### src/rtl/core/osrc_pkg.sv
// Shared constants, codes and types for the rectangle copy blitter.
package osrc_pkg;

	localparam int WIDTH = 128;
	localparam int HEIGHT = 128;
	localparam int PIXEL_BITS = 32;
	localparam int DEPTH = WIDTH * HEIGHT;
	localparam int ADDR_W = $clog2(DEPTH);
	localparam int COORD_W = 7;
	localparam int LEN_W = 8;
	localparam int SUM_W = LEN_W + 1;
	localparam int DATA_W = 32;
	localparam int OP_W = 2;

	localparam logic [OP_W-1:0] OP_READ = 2'd0;
	localparam logic [OP_W-1:0] OP_WRITE = 2'd1;
	localparam logic [OP_W-1:0] OP_MOVE = 2'd2;

	typedef struct packed {
		logic               use_src;
		logic [COORD_W-1:0] off_x;
		logic [COORD_W-1:0] off_y;
	} agu_req_t;

endpackage

### src/rtl/core/osrc_agu.sv
// Shared address unit: picks a corner, adds the walk offset, forms the store address.
module osrc_agu import osrc_pkg::*; (
	input  agu_req_t            req,
	input  logic [COORD_W-1:0]  dest_x,
	input  logic [COORD_W-1:0]  dest_y,
	input  logic [COORD_W-1:0]  source_x,
	input  logic [COORD_W-1:0]  source_y,
	output logic [ADDR_W-1:0]   addr
);

	logic [COORD_W-1:0] base_x;
	logic [COORD_W-1:0] base_y;
	logic [COORD_W-1:0] pos_x;
	logic [COORD_W-1:0] pos_y;

	always_comb begin
		base_x = req.use_src ? source_x : dest_x;
		base_y = req.use_src ? source_y : dest_y;
		pos_x = base_x + req.off_x;
		pos_y = base_y + req.off_y;
		addr = ADDR_W'(pos_y) * ADDR_W'(WIDTH) + ADDR_W'(pos_x);
	end

endmodule

### config.mk
export PLATFORM = sky130hd
export DESIGN_NAME = osrc_agu
export DESIGN_NICKNAME = d
export VERILOG_FILES = /design/src/rtl/core/osrc_pkg.sv /design/src/rtl/core/osrc_agu.sv
export SDC_FILE = /design/constraint.sdc
export NUM_CORES = 1
export LEC_CHECK = 0
export ABC_AREA = 0
export ABC_CLOCK_PERIOD_IN_PS = 2650
export BUFFER_PORTS_ARGS = -buffer_cell sky130_fd_sc_hd__buf_4
export CAP_MARGIN = 30
export CORE_MARGIN = 4
export CORE_UTILIZATION = 36
export DETAILED_ROUTE_END_ITERATION = 10
export PLACE_DENSITY = 0.73
export SLEW_MARGIN = 20
export SYNTH_ARGS = -nofsm -noshare
export SYNTH_HDL_FRONTEND = slang
export SYNTH_SLANG_ARGS = --single-unit
### constraint.sdc
create_clock -name vclk -period 2.65
set_input_delay 0.3975 -clock vclk [all_inputs]
set_output_delay 0.3975 -clock vclk [all_outputs]
set_load 0.005 [all_outputs]
==> results of run 1 <==
[cells in the final DEF, fill, tap and decap left out, drive strengths merged]
master	synthesis	layout
buf	2	59
o211ai	2	2
a21oi	6	6
o21a	2	2
or2	2	2
nor2	4	4
o22ai	2	2
nand2	4	4
mux2	10	10
mux2i	4	4
xnor2	10	10
o21ai	2	2
inv	10	10
ha	12	12
nor2b	4	4
o31a	2	2
fa	2	2
[metrics by stage]
step           hold slack [ns]  cells  setup slack [ns]   util  instance area (um2)
5_1_grt                   1.12    162           0.00753  0.653                 1140
2_1_floorplan            0.914     80             0.102      -                  673
3_3_place_gp              1.09    162             0.115  0.652                 1140
4_1_cts                   1.09    162            0.0659  0.652                 1140
3_5_place_dp              1.09    162            0.0679  0.652                 1140
6_report                  1.09    162            0.0982  0.653                 1140
[logic make-up (layout without fill, tap and decap cells)]
logic type / after synthesis / count (layout) / share of synthesized area
AOI/OAI and AO/OA: 16 / 16 / 0.167
adders and majority gates: 14 / 14 / 0.283
muxes: 14 / 14 / 0.227
and+or+nand+nor: 14 / 14 / 0.123
buffers and inverters: 12 / 69 / 0.0706
xor gates and xnor gates: 10 / 10 / 0.130
[metal layers]
layer,vias to the layer above,track usage,share of wire
li1,392,-,-
met1,307,0.164,0.41
met2,39,0.258,0.47
met3,0,0.0292,0.11
met4,0,0,0
met5,-,0,0
[worst max path at each step]
stage | end | slack [ns]
final | addr[6] | 0.1
after global routing | addr[6] | 0.008
after CTS | addr[6] | 0.07
after detailed placement | addr[6] | 0.07
after global placement | addr[6] | 0.11
after floorplan | addr[13] | 0.10
[power groups by stage]
stage,Clock [mW],Sequential [mW],Combinational [mW]
floorplan,0,0,0.153
CTS,0,0,0.297
global placement,0,0,0.291
finish,0,0,0.292
global route,0,0,0.326
detailed placement,0,0,0.295
[synthesized netlist by cell type (all sizes together)]
| library cell | count |
|---|---|
| nor2b | 4 |
| inv | 10 |
| mux2 | 10 |
| o31a | 2 |
| mux2i | 4 |
| or2 | 2 |
| nor2 | 4 |
| buf | 2 |
| o21a | 2 |
| a21oi | 6 |
| o211ai | 2 |
| nand2 | 4 |
| o22ai | 2 |
| ha | 12 |
| o21ai | 2 |
| xnor2 | 10 |
| fa | 2 |
[cell type report]
class              instances  area (um2)
well taps                 25        31.3
inverters                 10        37.5
fillers                  177         606
multi-input cells         68         628
repair buffers            59         443
[timing repair]
action / in CTS / in global routing
setup buffers: 0 / 0
endpoints found under the setup margin: 0 / 1
gates resized for setup: 0 / 1
==> flow_metrics.env, run 1 <==
export IMPL_wl_per_cell_um=11.0
export IMPL_final_seq_area_um2=0
export IMPL_start_util=0.386
export IMPL_via_count=738
export IMPL_hpwlAfterDp_mm=1.65
export IMPL_drc_errors=0
export IMPL_hold_depth=3
export IMPL_gp_congestion=0.690
export IMPL_viasPerCell=4.56
export IMPL_status="finished, final reports clean"
export IMPL_p_leak_nw=0.589
export IMPL_synthDistinctLibCells=18
export IMPL_synth_top_cell_area_share=0.223
export IMPL_drv_cap=0
export IMPL_yosys_top_cells_area="ha_1 (22%), mux2_2 (17%), xnor2_1 (13%)"
export IMPL_hold_path_class="input port to primary output"
export IMPL_final_max_slew_violation_count=0
export IMPL_timing_final_crit_period_ns=2.55
export IMPL_drive_gt1_frac=0.555
export IMPL_crit_path_end_kind="primary output"
export IMPL_hold_end="addr[0]"
export IMPL_critPathKind="input port to primary output"
export IMPL_hold_start="req[7]"
export IMPL_tightest_slew_ns=0.275
export IMPL_gr_total_overflow=0
export IMPL_critPathMaxFanout=9
export IMPL_cp_start_kind="input port"
export IMPL_cp_depth=10
export IMPL_slew_headroom=0.812
export IMPL_antenna_found_initial=0
export IMPL_grt_setup_unrepaired="no"
export IMPL_fp_dieW_um=51.2
export IMPL_first_pass_iters=3
export IMPL_dieArea_um2=2630
export IMPL_synth_area_leader_cell="ha_1"
export IMPL_seq_area_frac_synth=0
export IMPL_syn2layout_area_growth_pct=69.3
export IMPL_clock_power_share=0
export IMPL_cp_startpoint="req[14]"
export IMPL_syn_area_um2=673
export IMPL_crit_buf_inv=3
export IMPL_grt_pass1_wl_mm=2.93
export IMPL_setup_violations=0
export IMPL_dr_first_iter_drc_count=5
export IMPL_hold_buffers=0
export IMPL_p_sw_frac=0.376
export IMPL_fin_nets=196
export IMPL_p_switching_mw=0.110
export IMPL_cp_slowest_cell="mux2_2"
export IMPL_ys_warn_count=0
export IMPL_power_frac_comb=1.000
export IMPL_syn_avg_cell_area_um2=8.41
export IMPL_track_usage=0.136
export IMPL_clkbuf_count=0
export IMPL_grt_pass1_vias=725
export IMPL_synthCells=80
export IMPL_worstPathCellList="buf_4, mux2_2, ha_1, inv_1, fa_1, nor2b_4, o31a_1, o22ai_2, xnor2_1, buf_4"
export IMPL_finalHoldViolCount=0
export IMPL_worstPathArrival_ns=2.15
export IMPL_io_pins=57
export IMPL_p_int_mw=0.182
export IMPL_crit_family="adder cells"
export IMPL_cp_common_cell="buf_4"
export IMPL_port_buffers=57
export IMPL_grt_max_degree=10
export IMPL_num_rows=15
export IMPL_die_height_um=51.2
export IMPL_ant_nets=0
export IMPL_period_share=0.963
export IMPL_wirelength_mm=1.78
export IMPL_p_total_mw=0.292
export IMPL_syn_nets=137
export IMPL_p_per_area_nw_per_um2=256
export IMPL_cpPeakStageDelay_ns=0.35
export IMPL_seqPwrFrac=0
export IMPL_fmax_mhz=392
export IMPL_core_area_um2=1750
export IMPL_required_ns=2.25
export IMPL_ir_drop_mv=0.146
export IMPL_seq_cells=0
export IMPL_tns_ns=0
export IMPL_diodes=0
Note: power is estimated with default switching activity, not from simulation.
==> inputs of run 2 (changes only) <==
- CORE_ASPECT_RATIO: unset -> 0.8
==> flow_metrics.env, run 2 (same netlist as run 1, synthesis figures left out) <==
export IMPL_fill_cells=152
export IMPL_start_util=0.398
export IMPL_topRoutingLayerUsed="met3"
export IMPL_track_usage=0.140
export IMPL_fin_util=0.669
export IMPL_port_buffers=57
export IMPL_hold_path_class="input port to primary output"
export IMPL_fin_nets=195
export IMPL_drv_cap=0
export IMPL_finalHoldWorstSlack_ns=1.10
export IMPL_finalHoldViolCount=0
export IMPL_fp_dieW_um=56.3
export IMPL_syn2layout_area_growth_pct=68.0
export IMPL_num_rows=13
export IMPL_dieArea_um2=2630
export IMPL_final_common_cell="buf_4"
export IMPL_wl_met3_um=194
export IMPL_core_area_um2=1690
export IMPL_clkbuf_count=0
export IMPL_ant_nets=0
export IMPL_required_ns=2.25
export IMPL_first_pass_iters=4
export IMPL_pre_cts_ws_ns=0.0717
export IMPL_timing_final_crit_period_ns=2.57
export IMPL_hold_depth=3
export IMPL_io_pins=57
export IMPL_tightest_slew_ns=0.288
export IMPL_p_leak_nw=0.582
export IMPL_tns_ns=0
export IMPL_postCtsSetupBuffers=0
export IMPL_worstPathArrival_ns=2.18
export IMPL_fmax_mhz=389
export IMPL_gr_total_overflow=0
export IMPL_hold_end="addr[0]"
export IMPL_critPathMaxFanout=11
export IMPL_viasPerCell=4.88
export IMPL_cp_start_kind="input port"
export IMPL_instances_no_fill=158
export IMPL_drive_gt1_frac=0.559
export IMPL_wl_met2_um=961
export IMPL_grt_pass1_wl_mm=3.09
export IMPL_final_max_slew_violation_count=0
export IMPL_critPathKind="input port to primary output"
export IMPL_hpwlAfterDp_mm=1.66
export IMPL_p_per_area_nw_per_um2=261
export IMPL_setup_slack_ns=0.0764
export IMPL_crit_path_end_kind="primary output"
export IMPL_dr_first_iter_drc_count=10
export IMPL_hold_start="req[7]"
export IMPL_diodes=0
export IMPL_setup_violations=0
export IMPL_slew_headroom=0.803
export IMPL_grt_pass1_vias=747
export IMPL_final_seq_area_um2=0
export IMPL_wirelength_mm=1.91
export IMPL_drc_errors=0
export IMPL_seq_cells=0
export IMPL_antenna_found_initial=0
export IMPL_period_share=0.971
export IMPL_place_inst=158
export IMPL_ir_drop_mv=0.169
export IMPL_hold_buffers=0
export IMPL_status="finished, final reports clean"
export IMPL_via_count=771
export IMPL_wl_per_cell_um=12.1
export IMPL_gp_congestion=0.774
export IMPL_cts_resized=0
export IMPL_die_height_um=46.7
export IMPL_mostFrequentLayoutCells="buf_4 (58), ha_1 (11), inv_1 (10), mux2_2 (10), xnor2_1 (10)"
export IMPL_grt_max_degree=12
export IMPL_wl_met1_um=754
run 2: changes by cell type in the layout (fill, tap and decap cells not counted):
cell   before  now
buf_4      59   58
ha_2        0    1
ha_1       12   11
run 2: worst max-delay path by stage:
| stage | from | to | slack (ns) | cells after the start |
|---|---|---|---|---|
| detailed placement | req[14] | addr[6] | 0.07 | 10 |
| global placement | req[14] | addr[13] | 0.12 | 10 |
| CTS | req[14] | addr[6] | 0.07 | 10 |
| finish | req[14] | addr[6] | 0.08 | 10 |
| floorplan | req[14] | addr[13] | 0.10 | 10 |
| global route | req[14] | addr[6] | -0.01 | 10 |
run 2: per-stage QoR:
stage               power, mW  instance area (um2)
floorplan               0.153                  673
global placement        0.288                 1130
detailed placement      0.294                 1130
CTS                     0.296                 1130
global route            0.326                 1130
finish                  0.295                 1130
run 2: power breakdown:
group	total (mW)	leakage, nW	switching [mW]	internal, mW
combinational	0.295	0.582	0.113	0.182
clock	0	0	0	0
sequential	0	0	0	0
run 2: layer usage:
| metal | track usage | vias up |
|---|---|---|
| li1 | - | 389 |
| met1 | 0.178 | 345 |
| met2 | 0.256 | 37 |
| met3 | 0.0336 | 0 |
| met4 | 0.00948 | 0 |
| met5 | 0 | - |
run 2: worst max-delay path, stage by stage:
cell and delay [ns]:
buf_4 0.17, mux2_2 0.36, ha_1 0.20, inv_1 0.07, fa_1 0.25, nor2b_4 0.06
o31a_1 0.27, o22ai_2 0.14, xnor2_1 0.13, buf_4 0.13
run 2: cell type report:
cell class	count	area [um2]	area share
tap	22	27.5	0.0243
inverter	10	37.5	0.0332
multi-input combinational	68	631	0.558
timing repair buffer	58	435	0.385
